`src/dft_pkg.sv`:
```
package dft_pkg;

  localparam int LINE_FIELDS = 4;
  localparam int VALUE_W     = 11;
  localparam int TICK_W      = 12;
  localparam int FRAME_W     = 16;
  localparam int SLOT_W      = 5;
  localparam logic [SLOT_W-1:0] SLOT_COUNT = 5'd17;
  localparam logic [SLOT_W-1:0] DATA_SLOTS = 5'd16;
  localparam logic [3:0] CS_MASK = 4'hF;

  // register indexes on the config port
  localparam logic [1:0] REG_BIT_PERIOD = 2'd0;
  localparam logic [1:0] REG_ONE_HIGH   = 2'd1;
  localparam logic [1:0] REG_ZERO_HIGH  = 2'd2;
  localparam logic [1:0] REG_TELEMETRY  = 2'd3;

  localparam logic [TICK_W-1:0] BIT_PERIOD_RST = 12'd465;
  localparam logic [TICK_W-1:0] ONE_HIGH_RST   = 12'd348;
  localparam logic [TICK_W-1:0] ZERO_HIGH_RST  = 12'd174;

  typedef struct packed {
    logic               start_req;
    logic [VALUE_W-1:0] throttle_lf;
    logic [VALUE_W-1:0] throttle_rf;
    logic [VALUE_W-1:0] throttle_lr;
    logic [VALUE_W-1:0] throttle_rr;
  } dft_in_t;

  typedef struct packed {
    logic line_lf;
    logic line_rf;
    logic line_lr;
    logic line_rr;
    logic busy_res;
  } dft_out_t;

  typedef struct packed {
    logic [TICK_W-1:0] bit_period;
    logic [TICK_W-1:0] one_high;
    logic [TICK_W-1:0] zero_high;
    logic              telemetry_request;
  } dft_cfg_t;

  // per-tick control from the bit sequencer to the channels
  typedef struct packed {
    logic              load;
    logic              update;
    logic              shift;
    logic              drive;
    logic              busy;
    logic [TICK_W-1:0] tick;
    logic [TICK_W-1:0] one_lim;
    logic [TICK_W-1:0] zero_lim;
  } dft_ctrl_t;

  // value, telemetry bit, xor nibble checksum
  function automatic logic [FRAME_W-1:0] build_frame(input logic [VALUE_W-1:0] value,
                                                     input logic tlm);
    logic [11:0] w;
    logic [3:0]  cs;
    w  = {value, tlm};
    cs = (w[3:0] ^ w[7:4] ^ w[11:8]) & CS_MASK;
    return {w, cs};
  endfunction

endpackage

```
`src/dshot_frame_transmitter_top.sv`:
```
// a request taken into the request register passes its line levels on to the result register
// throughput: one request per cycle while the result is not stalled, one timer tick per request,
//   between the request register and the result register
// reset (rst, synchronous, active high): timer idle, config registers back
//   to their defaults, both pipeline registers empty
module dshot_frame_transmitter_top #(
  parameter int MOTOR_COUNT = 4
) (
  input  logic              clk,
  input  logic              rst,
  // request channel, one timer tick per request
  input  logic              req_valid,
  output logic              req_stall,
  input  dft_pkg::dft_in_t  req_data,
  // result channel, line levels of that tick
  output logic              res_valid,
  input  logic              res_stall,
  output dft_pkg::dft_out_t res_data,
  // config port
  input  logic              psel,
  input  logic              penable,
  input  logic              pwrite,
  input  logic [3:0]        paddr,
  input  logic [31:0]       pwdata,
  output logic [31:0]       prdata,
  output logic              pready
);
  import dft_pkg::*;

  // channels past the four line fields are not driven
  localparam int ACTIVE = (MOTOR_COUNT < LINE_FIELDS) ? MOTOR_COUNT : LINE_FIELDS;

  dft_cfg_t  cfg;
  dft_ctrl_t ctrl;
  dft_in_t   req_q;
  dft_out_t  res_next;
  logic      req_q_valid;
  logic      advance, fire;
  logic [VALUE_W-1:0] value [LINE_FIELDS];
  logic               line  [LINE_FIELDS];

  // result register moves when empty or when the consumer takes it
  assign advance   = !res_valid || !res_stall;
  assign fire      = req_q_valid && advance;
  // request register refills when empty or when its content moves on
  assign req_stall = req_q_valid && !advance;

  dft_regs u_regs (
    .clk     (clk),
    .rst     (rst),
    .psel    (psel),
    .penable (penable),
    .pwrite  (pwrite),
    .paddr   (paddr),
    .pwdata  (pwdata),
    .prdata  (prdata),
    .pready  (pready),
    .cfg     (cfg)
  );

  // request register
  always_ff @(posedge clk) begin
    if (rst) begin
      req_q_valid <= 1'b0;
    end else if (!req_stall) begin
      req_q_valid <= req_valid;
    end
  end

  always_ff @(posedge clk) begin
    if (!req_stall) begin
      req_q <= req_data;
    end
  end

  // bit timer: tick within bit, slot index, sending flag
  dft_seq u_seq (
    .clk       (clk),
    .rst       (rst),
    .fire      (fire),
    .start_req (req_q.start_req),
    .cfg       (cfg),
    .ctrl      (ctrl)
  );

  assign value[0] = req_q.throttle_lf;
  assign value[1] = req_q.throttle_rf;
  assign value[2] = req_q.throttle_lr;
  assign value[3] = req_q.throttle_rr;

  // one frame shifter per motor channel
  for (genvar i = 0; i < LINE_FIELDS; i++) begin : g_chan
    if (i < ACTIVE) begin : g_on
      dft_chan u_chan (
        .clk   (clk),
        .rst   (rst),
        .ctrl  (ctrl),
        .value (value[i]),
        .tlm   (cfg.telemetry_request),
        .line  (line[i])
      );
    end else begin : g_off
      assign line[i] = 1'b0;
    end
  end

  always_comb begin
    res_next.line_lf  = line[0];
    res_next.line_rf  = line[1];
    res_next.line_lr  = line[2];
    res_next.line_rr  = line[3];
    res_next.busy_res = ctrl.busy;
  end

  // result register
  always_ff @(posedge clk) begin
    if (rst) begin
      res_valid <= 1'b0;
    end else if (advance) begin
      res_valid <= req_q_valid;
    end
  end

  always_ff @(posedge clk) begin
    if (fire) begin
      res_data <= res_next;
    end
  end

endmodule

```
`src/dft_regs.sv`:
```
module dft_regs (
  input  logic              clk,
  input  logic              rst,
  input  logic              psel,
  input  logic              penable,
  input  logic              pwrite,
  input  logic [3:0]        paddr,
  input  logic [31:0]       pwdata,
  output logic [31:0]       prdata,
  output logic              pready,
  output dft_pkg::dft_cfg_t cfg
);
  import dft_pkg::*;

  logic [1:0] idx;
  logic       wr;

  assign idx    = paddr[3:2];
  assign wr     = psel && penable && pwrite;
  assign pready = 1'b1;

  always_ff @(posedge clk) begin
    if (rst) begin
      cfg.bit_period        <= BIT_PERIOD_RST;
      cfg.one_high          <= ONE_HIGH_RST;
      cfg.zero_high         <= ZERO_HIGH_RST;
      cfg.telemetry_request <= 1'b0;
    end else if (wr) begin
      case (idx)
        REG_BIT_PERIOD: cfg.bit_period        <= pwdata[TICK_W-1:0];
        REG_ONE_HIGH:   cfg.one_high          <= pwdata[TICK_W-1:0];
        REG_ZERO_HIGH:  cfg.zero_high         <= pwdata[TICK_W-1:0];
        REG_TELEMETRY:  cfg.telemetry_request <= pwdata[0];
        default: ;
      endcase
    end
  end

  always_comb begin
    case (idx)
      REG_BIT_PERIOD: prdata = {20'd0, cfg.bit_period};
      REG_ONE_HIGH:   prdata = {20'd0, cfg.one_high};
      REG_ZERO_HIGH:  prdata = {20'd0, cfg.zero_high};
      REG_TELEMETRY:  prdata = {31'd0, cfg.telemetry_request};
      default:        prdata = 32'd0;
    endcase
  end

endmodule

```
`src/dft_seq.sv`:
```
module dft_seq (
  input  logic               clk,
  input  logic               rst,
  input  logic               fire,
  input  logic               start_req,
  input  dft_pkg::dft_cfg_t  cfg,
  output dft_pkg::dft_ctrl_t ctrl
);
  import dft_pkg::*;

  logic [TICK_W-1:0] tick_in_bit, tick_next, tick_cur, tick_inc, period;
  logic [SLOT_W-1:0] bit_index, bit_index_next, bidx_cur, bidx_inc;
  logic              sending, sending_next;
  logic              start_now, active, wrap;

  always_comb begin
    period    = (cfg.bit_period == '0) ? TICK_W'(1) : cfg.bit_period;
    start_now = !sending && start_req;
    active    = sending || start_now;
    tick_cur  = start_now ? '0 : tick_in_bit;
    bidx_cur  = start_now ? '0 : bit_index;
    tick_inc  = tick_cur + TICK_W'(1);
    wrap      = (tick_inc >= period) || (tick_inc == '0);
    bidx_inc  = bidx_cur + SLOT_W'(1);

    tick_next      = tick_in_bit;
    bit_index_next = bit_index;
    sending_next   = sending;
    if (active) begin
      sending_next   = 1'b1;
      tick_next      = wrap ? '0 : tick_inc;
      bit_index_next = bidx_cur;
      if (wrap) begin
        if (bidx_inc >= SLOT_COUNT) begin
          bit_index_next = '0;
          sending_next   = 1'b0;
        end else begin
          bit_index_next = bidx_inc;
        end
      end
    end

    ctrl.load     = start_now;
    ctrl.update   = fire && active;
    ctrl.shift    = wrap;
    ctrl.drive    = active && (bidx_cur < DATA_SLOTS);
    ctrl.busy     = active;
    ctrl.tick     = tick_cur;
    ctrl.one_lim  = (cfg.one_high > period) ? period : cfg.one_high;
    ctrl.zero_lim = (cfg.zero_high > period) ? period : cfg.zero_high;
  end

  always_ff @(posedge clk) begin
    if (rst) begin
      tick_in_bit <= '0;
      bit_index   <= '0;
      sending     <= 1'b0;
    end else if (fire) begin
      tick_in_bit <= tick_next;
      bit_index   <= bit_index_next;
      sending     <= sending_next;
    end
  end

endmodule

```
`src/dft_chan.sv`:
```
module dft_chan (
  input  logic                        clk,
  input  logic                        rst,
  input  dft_pkg::dft_ctrl_t          ctrl,
  input  logic [dft_pkg::VALUE_W-1:0] value,
  input  logic                        tlm,
  output logic                        line
);
  import dft_pkg::*;

  logic [FRAME_W-1:0] frame_shift, frame_cur;
  logic [TICK_W-1:0]  hi;

  always_comb begin
    frame_cur = ctrl.load ? build_frame(value, tlm) : frame_shift;
    hi        = frame_cur[FRAME_W-1] ? ctrl.one_lim : ctrl.zero_lim;
    line      = ctrl.drive && (ctrl.tick < hi);
  end

  always_ff @(posedge clk) begin
    if (rst) begin
      frame_shift <= '0;
    end else if (ctrl.update) begin
      frame_shift <= ctrl.shift ? {frame_cur[FRAME_W-2:0], 1'b0} : frame_cur;
    end
  end

endmodule

```
`config.mk`:
```
export PLATFORM = sky130hd
export DESIGN_NAME = dshot_frame_transmitter_top
export DESIGN_NICKNAME = d
export VERILOG_FILES = /design/src/dft_pkg.sv /design/src/dshot_frame_transmitter_top.sv /design/src/dft_regs.sv /design/src/dft_seq.sv /design/src/dft_chan.sv
export SDC_FILE = /design/constraint.sdc
export NUM_CORES = 1
export LEC_CHECK = 0
export ABC_AREA = 1
export BUFFER_PORTS_ARGS = -buffer_cell sky130_fd_sc_hd__buf_4
export CAP_MARGIN = 20
export CORE_ASPECT_RATIO = 0.5
export CORE_MARGIN = 1.5
export CORE_UTILIZATION = 25
export CTS_BUF_LIST = sky130_fd_sc_hd__clkbuf_8
export CTS_CLUSTER_DIAMETER = 80
export DETAILED_ROUTE_END_ITERATION = 6
export PLACE_DENSITY = 0.51
export SYNTH_ARGS = -nofsm -noshare
export SYNTH_HDL_FRONTEND = slang
export SYNTH_SLANG_ARGS = --single-unit
```
`constraint.sdc`:
```
create_clock -name clk -period 4.68 [get_ports clk]
set_clock_uncertainty 0.05 [all_clocks]
set_input_delay 0.702 -clock clk [delete_from_list [all_inputs] [get_ports clk]]
set_output_delay 0.702 -clock clk [all_outputs]
set_load 0.01 [all_outputs]
```
Word level (Yosys, flattened, before mapping)
Index checks and enable logic that the tools add are counted.

word-level totals
  logic and storage cells = 94
  output and inout port bits = 40
  flip-flop bits (word level) = 171

operators by class
  reductions and logical operators = 26
  bitwise logic cells = 8
  magnitude comparators = 9
  $add $sub $neg = 2
  equality and inequality tests = 3
  muxes and demuxes = 23

operators by type and width
  kind                                                             number
  16-bit 2-to-1 mux                                                8
  32-bit case mux with 4 select lines                              1
  12-bit 2-to-1 mux                                                9
  12-bit less-than comparator                                      4
  4-bit bitwise XOR                                                8
  12-bit > comparator                                              2
  12-bit logical NOT                                               2
  5-bit 2-to-1 mux                                                 3
  12-bit by 1-bit adder with 12-bit output, second input constant  1
  12-bit greater-or-equal comparator                               1
  1-bit logical AND                                                11
  2-bit AND reduction                                              5
  5-bit by 1-bit adder with 5-bit output, second input constant    1
  5-bit greater-or-equal comparator, second input constant         1
  5-bit less-than comparator, second input constant                1
  2-bit == test, second input constant                             2
  1-bit logical NOT                                                4
  1-bit logical OR                                                 3
  2-bit by 1-bit == test with 1-bit output, second input constant  1
  2-bit logical NOT                                                1
  1-bit 2-to-1 mux                                                 2

Longest topological paths before layout
Gate-level depths: netlist (run 1).

  depth after elaboration = 7
  gate-level depth with buffers = 26
  gate-level depth less buffers = 25

Hierarchy
Synthesis (run 1) repeated with hierarchy kept, for this count alone.

second synthesis, totals
  cells, all modules = 1642
  area, all modules = 11561.1 um^2

modules (own cells, without submodules)
  module                       instances  cells each  area an instance (um^2)
  dft_chan                     4          222         1403.8
  dft_seq                      1          405         2459.9
  dft_regs                     1          289         1900.6
  dshot_frame_transmitter_top  1          60          1585.3

Worst setup path before layout (run 1)
OpenSTA, ideal clock, no wires.

  kind = register to register
  start = register req_q[44] (netlist bit)
  end = register g_chan[0].g_on.u_chan.frame_shift[10]
  buffers on the path = 4
  period minus slack after synthesis = 3721 ps
  setup slack = 959 ps
  cell stages (with the launch flop) = 25
  required time = 4498 ps
  data arrival time = 3538 ps
  path through = edfxtp_1 -> inv_1 -> nor2_2 -> buf_2 -> clkbuf_1 -> nor2_1 -> ha_1 -> inv_1 -> nor2_2 -> nand2_2 -> inv_1 -> nand3_1 -> nand2_1 -> inv_1 -> ha_1 -> nand3_1 -> inv_1 -> nand3_1 -> o2111ai_1 -> a21oi_1 -> clkbuf_1 -> buf_1 -> nand3_1 -> nand3_1 -> a21oi_1

on the way
  cells in the longest elaborated chain, start to end = 6

ends and longest elaborated chain
  element                                                                   line                               source
  from (decl)                                                               dshot_frame_transmitter_top.sv:35  dft_in_t req_q;
  from (signal assigned)                                                    dshot_frame_transmitter_top.sv:72  req_q <= req_data;
  1-bit logical AND (*)                                                     dft_seq.sv:18                      start_now = !sending && start_req;
  12-bit 2-to-1 mux                                                         dft_seq.sv:20                      tick_cur = start_now ? '0 : tick_in_bit;
  12-bit by 1-bit adder with 12-bit output                                  dft_seq.sv:22                      tick_inc = tick_cur + TICK_W'(1);
  12-bit greater-or-equal comparator or 12-bit logical NOT (tied branches)  dft_seq.sv:23                      wrap = (tick_inc >= period) || (tick_inc == '0);
  1-bit logical OR                                                          dft_seq.sv:23
  16-bit 2-to-1 mux                                                         dft_chan.sv:24                     frame_shift <= ctrl.shift ? {frame_cur[FRAME_W-2:0], 1'b0} : frame_cur;
  to (signal assigned)                                                      dft_chan.sv:24
  to (decl)                                                                 dft_chan.sv:11                     logic [FRAME_W-1:0] frame_shift, frame_cur;

Every way passes the cells marked *; elsewhere a longest branch is shown, timed or not.
A chain may end at the register's enable or synchronous reset.

Final worst setup path (run 1)
  start = register req_q[44] (netlist bit)
  end = register u_seq.tick_in_bit[0]

on the way
  cells in the longest elaborated chain, start to end = 6

ends and longest elaborated chain
  element                                                                   line           source
  1-bit logical AND (*)                                                     dft_seq.sv:18
  12-bit 2-to-1 mux                                                         dft_seq.sv:20
  12-bit by 1-bit adder with 12-bit output                                  dft_seq.sv:22
  12-bit greater-or-equal comparator or 12-bit logical NOT (tied branches)  dft_seq.sv:23
  1-bit logical OR                                                          dft_seq.sv:23
  12-bit 2-to-1 mux                                                         dft_seq.sv:31  tick_next = wrap ? '0 : tick_inc;
  to (signal assigned)                                                      dft_seq.sv:59  tick_in_bit <= tick_next;
  to (decl)                                                                 dft_seq.sv:11  logic [TICK_W-1:0] tick_in_bit, tick_next, tick_cur, tick_inc, period;

Marked as above.

==> results.md, run 1 <==
- For this run, the share of the core covered by cells in the final layout is 0.2876.
- The area added between synthesis and finish is 13.69%.
- The synthesized design contains 171 register bits.
- Adding up every negative setup slack in the final design gives 0 ns.
- The total of cells resized after clock tree synthesis is 0.
- For this run, the register share of the synthesized area comes to 0.3565.
- The residual antenna-violating net count after detailed routing is 0.
- The max-capacitance violation count is 0.
- The vertical die dimension is 151.4 um.
- The maximum level of the CTS H-tree is 4.
- The number of setup buffers added after CTS is 0.
- The sequential cell fraction of total power is 0.494.
- Clock tree synthesis found a total of 171 sinks.
- Counting tap cells, the placed design contains a total of roughly 2100 instances.
- The routed wire length per instance is 14.36 um.
- The max-slew headroom at the worst pin is 0.3254.
- The complex-gate fraction of the synthesized area is 0.1454.
- The critical path is of the reg -> reg type.
- The number of hold buffers added after cts is 0.
- The number of enable-type register cells in the synthesized netlist is 50.
- The cell leakage power is 5.563 nW.
- The share of total power dissipated in combinational logic is 0.182.
- The synthesized design spends more area on one cell type than any other, namely sky130_fd_sc_hd__dfxtp_1.
- Yosys printed 0 warnings.
- The class of the tightest hold or removal check is in -> reg.
- The post-synthesis adder-cell area fraction is 0.09436.
- By area the synthesized netlist is led by sky130_fd_sc_hd__dfxtp_1 (22%), sky130_fd_sc_hd__nand2_1 (14%), sky130_fd_sc_hd__edfxtp_1 (14%).
- The kind of capture point of the worst setup path is a flip-flop.
- Setup repair after global routing left no endpoint under its margin.
- The count of distinct cell types in the synthesized netlist is 39.
- The HPWL after detailed placement is 21730 um.
- Leaving out filler cells and counting taps, the final layout contains about 2200.
- Of the post-synthesis cell area, the dominant cell type holds 0.2201.
- TritonCTS built the clock tree.
- The first element of the critical path is req_q[44].
- The clock transition at the registers of the reported paths is 0.11 ns.
- For this configuration, the core starts out at a cell density of 0.2529.
- After synthesis, the share of cell area in mux cells is 0.02183.
- The most used standard cell by instance count after synthesis is sky130_fd_sc_hd__nand2_1.
- The maximum clock insertion buffer count is 2.
- The worst setup path is launched from a flip-flop.
- The xor-xnor portion of the synthesized cell area is 0.01660.
- For this design the top-level I/O count stands at 128.
- The area of the die is 0.04537 sq mm.
- In the finished design, the share of the clock period the worst path needs comes to 0.8661.
- The average instance in the mapped netlist occupies 7.250 sq um.
- The first detailed-routing pass ran for 4 iterations.
- Hold timing on the final database bottoms out at a slack of 0.3302 ns.
- The share of total power consumed by net switching is 0.3269.
- For the worst setup path, the data required time is 4.96 ns.
- The die is approximately 300 um wide.
- The number of buffer and inverter stages on the critical path is 4.
- The first-pass GRT wire length is about 50000 um.
- The via count of the first global-routing pass came to 9228.
- In this run the most critical hold path is launched from req_data[8].
- Entering global routing, the biggest net connects 84 pins.
- Setup violations remaining at the end of the flow were counted as 0.
- The design draws 0.003265 W.
- Of the cells placed in the final design, the portion with a size suffix greater than 1 is 0.1187.
- The netlist area before placement is 0.01101 sq mm.
- The clock period could shrink to 4.054 ns.
- The number of max-slew violations in the final report is 0.
- The final weighted congestion in routability-driven placement is 0.8373.
- The peak supply drop is 0.1635 mV.
- Clock tree synthesis selected as its root buffer the cell sky130_fd_sc_hd__clkbuf_8.
- At the pin with the least slew margin, the transition time is 1.012 ns.
- The number of antenna violations at the first check in global routing is 0.
- In the routed design, unresolved DRC markers number 0.
- The post-synthesis share of cell area spent on and, or, nand and nor gates is 0.2779.
- The detailed-route vias per instance is 4.653.
- The fraction of power consumed by the clock network is 0.324.
- The critical path goes through inv_1 > nor2_4 > nor2_1 > ha_1 > inv_1 > nor2_2 > nand2_2 > o21ai_1 > nand2_1 > inv_1 > ha_1 > nand2_1 > nor4_1 > a21oi_4 > nand3_1 > clkinv_1 > nand2_1 > a21oi_1.
- The flow ran to the end, and the final reports show no timing, DRC or antenna violations.
- The largest fanout on the critical path is 10.
- The floorplan has 54 rows.
- Summing over every cut layer, the via total after detailed routing is 10070.
- In the synthesized netlist the async set-or-reset flop fraction comes to 0.
- The number of buffers added by the clock tree synthesis step is 17.
- The total area inside the core boundary comes to 0.04351 sq mm.
- The routed design has 31070 um of wire.
- The ratio of total power to cell area is 261.0 mW/mm^2.
- The synthesized instance count is roughly 1500.
- The clock insertion delay at the later pin of the skew report is 0.49 ns.
- The number of antenna diodes in the final layout is 0.
- The most used flip-flop cell after synthesis is sky130_fd_sc_hd__dfxtp_1.
- The slowest stage of the critical path is the sky130_fd_sc_hd__nor4_1 cell.
- The worst register-to-register path begins at req_q[44].
- Global routing finished with a remaining overflow of 0.
- For this design the total switching power over the nets is 0.001068 W.
- For this run, the top clock speed supported by timing is roughly 250 MHz.
- In the global route stage, overall resource usage came out at 0.1383.
- For the worst setup path, the data arrival time is ~4.3 ns.
- The kind of cell adding the most delay to the critical path is simple AND/OR/NAND/NOR gates.
- Ranked by instance count, the synthesized netlist is headed by sky130_fd_sc_hd__nand2_1 (401), sky130_fd_sc_hd__nand3_1 (190), sky130_fd_sc_hd__a21oi_1 (139).
- For this run, the post-layout net count is 1734.
- The minimum setup slack among reg-to-reg paths is 0.63 ns.
- The largest single stage delay on the critical path is 0.51 ns.
- In this run the tool buffered the top-level ports with 84 buffer cells.
- After synthesis, the largest family of logic cells by area is simple AND/OR/NAND/NOR gates.
- The number of DRC markers after the initial detailed-route iteration is 626.
- The final count of hold timing violations is 0.
- Internal power comes to about 0.0022 W.
-- cells in the final DEF (no fill, tap or decap), drive strengths merged --
master and count:
a21o 2, a21oi 139, and2 2, buf 110, clkbuf 17, clkinv 11
clkinvlp 2, conb 21, dfxtp 121, edfxtp 50, ha 83, inv 112
mux2i 24, nand2 409, nand3 190, nand3b 1, nand4 10, nor2 78
nor3 5, nor4 1, o2111ai 5, o211ai 17, o21a 2, o21ai 106
o21bai 2, o221ai 15, o31ai 3, or2 18, xnor2 5, xor2 15
-- metrics by stage --
stage               cell area [sq um]  setup WS (ns)
detailed placement              12120         0.5821
CTS                             12510         0.5603
floorplan                       11080         0.9594
global placement                12120         0.6262
global route                    12510         0.2145
finish                          12510         0.6265
-- path summary, 6_finish.rpt --
kind | to | cells after the start
worst max register to register | u_seq.tick_in_bit[0] | 18
worst min register to register | g_chan[2].g_on.u_chan.frame_shift[11] | 2
worst min-delay path | req_q[8] | 1
worst max-delay path | u_seq.tick_in_bit[0] | 18
-- cell families after synthesis --
kind of cell	count (synthesis)
AO/OA/AOI/OAI	291
XOR/XNOR	20
adder cells (fa/ha/maj)	83
buffers and inverters	213
flip-flops	171
multiplexers	24
other	2
AND/OR/NAND/NOR	714
-- sequential cells by signal, summed over array words and instances, names as in the netlist --
signal / flops
g_chan.g_on.u_chan.frame_shift: 64
req_q: 45
u_regs.cfg: 37
u_seq.tick_in_bit: 12
res_data: 5
u_seq.bit_index: 5
req_q_valid: 1
res_valid: 1
u_seq.sending: 1
-- metal layers --
layer | part of all wire | vias to the layer above | track usage
met3 | 0.041 | 14 | 0.02596
met4 | 0.0072 | 0 | 0.02702
met2 | 0.48 | 189 | 0.2377
met1 | 0.48 | 4680 | 0.1815
li1 | - | 5186 | -
met5 | 0 | - | 0
-- power by group through the flow --
stage,clock network (W),registers [W],logic [W]
5_1_grt,0.00116,0.00162,0.000679
3_3_place_gp,0,0.00165,0.000593
3_5_place_dp,0,0.00165,0.000598
2_1_floorplan,0,0.00163,0.000425
4_1_cts,0.00110,0.00161,0.000600
6_report,0.00106,0.00161,0.000594
-- layout make-up --
class,instances,area [sq um]
multi-input combinational,1153,6220
inverter,110,412.9
sequential,171,3924
clock inverter,15,160.2
fill,4825,31000
timing repair buffer,110,825.8
tap,588,735.7
clock buffer,17,234.0
Power figures use the tool's default switching activity.
==> run 2, diff against run 1 <==
--- a/config.mk
+++ b/config.mk
@@ -14,7 +14,9 @@
 export CTS_BUF_LIST = sky130_fd_sc_hd__clkbuf_8
 export CTS_CLUSTER_DIAMETER = 80
 export DETAILED_ROUTE_END_ITERATION = 6
+export GPL_TIMING_DRIVEN = 0
 export PLACE_DENSITY = 0.51
+export REMOVE_ABC_BUFFERS = 1
 export SYNTH_ARGS = -nofsm -noshare
 export SYNTH_HDL_FRONTEND = slang
 export SYNTH_SLANG_ARGS = --single-unit
==> run 2 against run 1 <==
Against the previous run: wire length up 1.4%; register-to-register slack worse by 0.25 ns; first-iteration DRC count up 15%; cell count down 0.32%; via count down 1.2%; critical path depth up 8; clock power up 12%; cell area up 2.0%; hold slack better by 0.0043 ns; critical path type unchanged.
==> results.md, run 2 (synthesized netlist as in run 1, its figures left out) <==
- The region available for standard cell placement spans roughly 0.044 sq mm.
- The clock tree from TritonCTS is done.
- The first-pass GRT wire length is 49710 um.
- In this run the critical register-to-register path is launched from req_q[44].
- The number of cells on the worst reg-to-reg path is 26.
- The die covers around 0.045 sq mm.
- For this run, the detailed router's first-pass iteration total came to 5.
- The final routed DRC violation total is 0.
- Summed over all cells, the static leakage comes to 5.635 nW.
- Total power for the finished layout comes to 0.003421 W.
- At the worst endpoint, the arrival time is roughly 4.6 ns.
- The residual antenna-violating net count after detailed routing is 0.
- The number of antenna violations at the first check in global routing was 0.
- The sum of overflow across all layers after global routing is 0.
- Clock tree synthesis selected as its root buffer the cell sky130_fd_sc_hd__clkbuf_8.
- The overall die width is between 200 and 300 um.
- The number of buffers added by the clock tree synthesis step is 17.
- The startpoint of the most critical hold path is req_data[17].
- The final count of hold timing violations is 0.
- Across the run, the number of max-cap violations was 0.
- The worst hold path terminates at req_q[17].
- The number of port buffers is 84.
- The detailed router finished its first iteration with 718 violations.
- The maximum level of the CTS H-tree is 4.
- The share of post-route cells with drive strength above 1 is 0.1205.
- Dividing total power by cell area gives a power density of 268.0 mW/mm^2.
- By startpoint and endpoint, the worst setup path is classified as reg -> reg.
- The slew of the pin with the lowest slew margin is 1.057 ns.
- Setup repair after global routing left no endpoint under its margin.
- The via count of the first global-routing pass is 9190.
- The final weighted congestion in routability-driven placement is 0.8487.
- Leaving out fill and tap cells, the most frequent cell in the layout is sky130_fd_sc_hd__nand2_1.
- The run finished with clean final reports.
- The minimum setup slack among reg-to-reg paths is about 0.38 ns.
- After clock tree synthesis, the clock-pin slew on the worst setup and hold paths is roughly 0.1 ns.
- The kind of capture point of the worst setup path is a flip-flop.
- The clock insertion delay at the later pin of the skew report is 0.48 ns.
- The clock net in this run drives a total of roughly 170 sinks.
- Setup violations remaining at the end of the flow were counted as 0.
- The capture point of the worst reg-to-reg path is u_seq.bit_index[0].
- The register with the most flip-flops in the final layout is g_chan.g_on.u_chan.frame_shift.
- The detailed router placed ~10000 vias in this run.
- The vertical die dimension is 151.4 um.
- In the finished design, the share of the clock period the worst path needs comes to 0.9193.
- After layout, the minimum clock period comes to 4.302 ns.
- The detailed-route vias per instance is 4.614.
- The max-slew headroom at the worst pin is 0.2930.
- The initial utilization of the core area, before any placement, comes to 0.2529.
- The required time of the worst setup path is a little under 5 ns.
- The peak supply drop is ~0.16 mV.
- The net total in the final layout is 1727.
- STA classifies the critical path startpoint as a flip-flop.
- The HPWL after detailed placement is about 22000 um.
- The worst hold path cell count is 1.
- In the final routed layout, each cell accounts on average for between 10 and 15 um.
- Summed over all layers, the routed wires come to 31500 um.
- The maximum number of pins on one net before global-route repair is 84.
- No sink is reached through more buffers than the 2 on the longest clock path.
- For this design the top-level I/O count stands at 128.
- The path class of the tightest hold or removal check is in -> reg.
- The register with the most flip-flops in the layout has 64 of them.
- In the final timing run, aggregate negative setup slack is 0 ns.
- The largest registers in the layout are g_chan.g_on.u_chan.frame_shift x64, req_q x45, u_regs.cfg x37.
- Row generation in the floorplan step produced 54 rows.
- For this design, the CTS-stage hold fixing added 0 buffers.
- The count of antenna diodes in the layout is 0.
- The largest fanout on the critical path is 35.
- The area added between synthesis and finish is 15.98%.
- The highest achievable clock rate is 232.4 MHz.
- The library cells used most frequently in the layout, excluding fill and tap cells, are sky130_fd_sc_hd__nand2_1 (399), sky130_fd_sc_hd__nand3_1 (189), sky130_fd_sc_hd__a21oi_1 (138), sky130_fd_sc_hd__dfxtp_1 (121), sky130_fd_sc_hd__inv_1 (101).
- The number of max-slew violations in the final report is 0.
- The all-layer global routing usage is 0.1383.
-- run 2: final cells by class --
class / instances / area [sq um]
Clock buffer: 18 / 247.7
Clock inverter: 14 / 187.7
Fill cell: 4757 / 30750
Inverter: 110 / 416.7
Multi-Input combinational cell: 1154 / 6292
Sequential cell: 171 / 3924
Tap cell: 588 / 735.7
Timing Repair Buffer: 101 / 955.9
Timing Repair inverter: 1 / 5.005
-- run 2: critical path, cell delays in order, from the launching register on --
cell                        delay [ns]
sky130_fd_sc_hd__edfxtp_1         0.45
sky130_fd_sc_hd__inv_2            0.18
sky130_fd_sc_hd__nor2_4           0.13
sky130_fd_sc_hd__buf_12           0.22
sky130_fd_sc_hd__nor2_4           0.22
sky130_fd_sc_hd__ha_4             0.21
sky130_fd_sc_hd__inv_1            0.05
sky130_fd_sc_hd__nor2_2           0.17
sky130_fd_sc_hd__nand2_2          0.10
sky130_fd_sc_hd__inv_1            0.08
sky130_fd_sc_hd__nand3_1          0.07
sky130_fd_sc_hd__nand2_1          0.14
sky130_fd_sc_hd__inv_1            0.09
sky130_fd_sc_hd__ha_1             0.29
sky130_fd_sc_hd__nand3_1          0.08
sky130_fd_sc_hd__inv_1            0.08
sky130_fd_sc_hd__nand3_1          0.09
sky130_fd_sc_hd__o2111ai_1        0.16
sky130_fd_sc_hd__a21oi_4          0.22
sky130_fd_sc_hd__buf_16           0.19
sky130_fd_sc_hd__buf_12           0.21
sky130_fd_sc_hd__nand2_8          0.17
sky130_fd_sc_hd__buf_12           0.23
sky130_fd_sc_hd__nand2_1          0.07
sky130_fd_sc_hd__nand2_1          0.05
sky130_fd_sc_hd__nand2_1          0.05
sky130_fd_sc_hd__a21oi_1          0.06
-- run 2: report_power, final --
part           switching (W)  total (W)  internal (W)
Combinational       0.000379   0.000622      0.000242
Clock               0.000628    0.00119      0.000557
Sequential         0.0000377    0.00161       0.00158
Total                0.00104    0.00342       0.00238
-- run 2: worst max path at each step --
stage | start | endpoint | cells after the start
2_1_floorplan | req_q[44] | g_chan[0].g_on.u_chan.frame_shift[10] | 22
3_3_place_gp | req_q[44] | g_chan[1].g_on.u_chan.frame_shift[8] | 22
3_5_place_dp | req_q[44] | u_seq.bit_index[0] | 26
4_1_cts | req_q[44] | u_seq.tick_in_bit[8] | 21
5_1_grt | req_q[44] | u_seq.bit_index[0] | 25
6_report | req_q[44] | u_seq.bit_index[0] | 26
-- run 2: through the flow --
step	worst slack [ns]	hold slack, ns	cell area, sq um	cells	utilization
global placement	-8.556	0.3995	11900	2106	0.2735
floorplan	-3.236	0.3846	10540	1434	-
detailed placement	-0.6429	0.4030	12240	2120	0.2814
global route	0.05141	0.2860	12760	2157	0.2934
CTS	0.05254	0.2935	12690	2153	0.2917
finish	0.3777	0.3345	12760	2157	0.2934
-- run 2: what timing repair did --
| item | CTS | global route |
|---|---|---|
| resized for setup | 2 | 8 |
| gates cloned | 0 | 2 |
| buffers inserted | 1 | 0 |
| pin swaps | 0 | 1 |
| setup endpoints to repair | 80 | 75 |
-- run 2: metal layers --
| metal | GRT usage | wire (um) |
|---|---|---|
| met1 | 0.1809 | 15060 |
| met4 | 0.04091 | 473 |
| met3 | 0.02639 | 1133 |
| met5 | 0 | 0 |
| met2 | 0.2321 | 14830 |
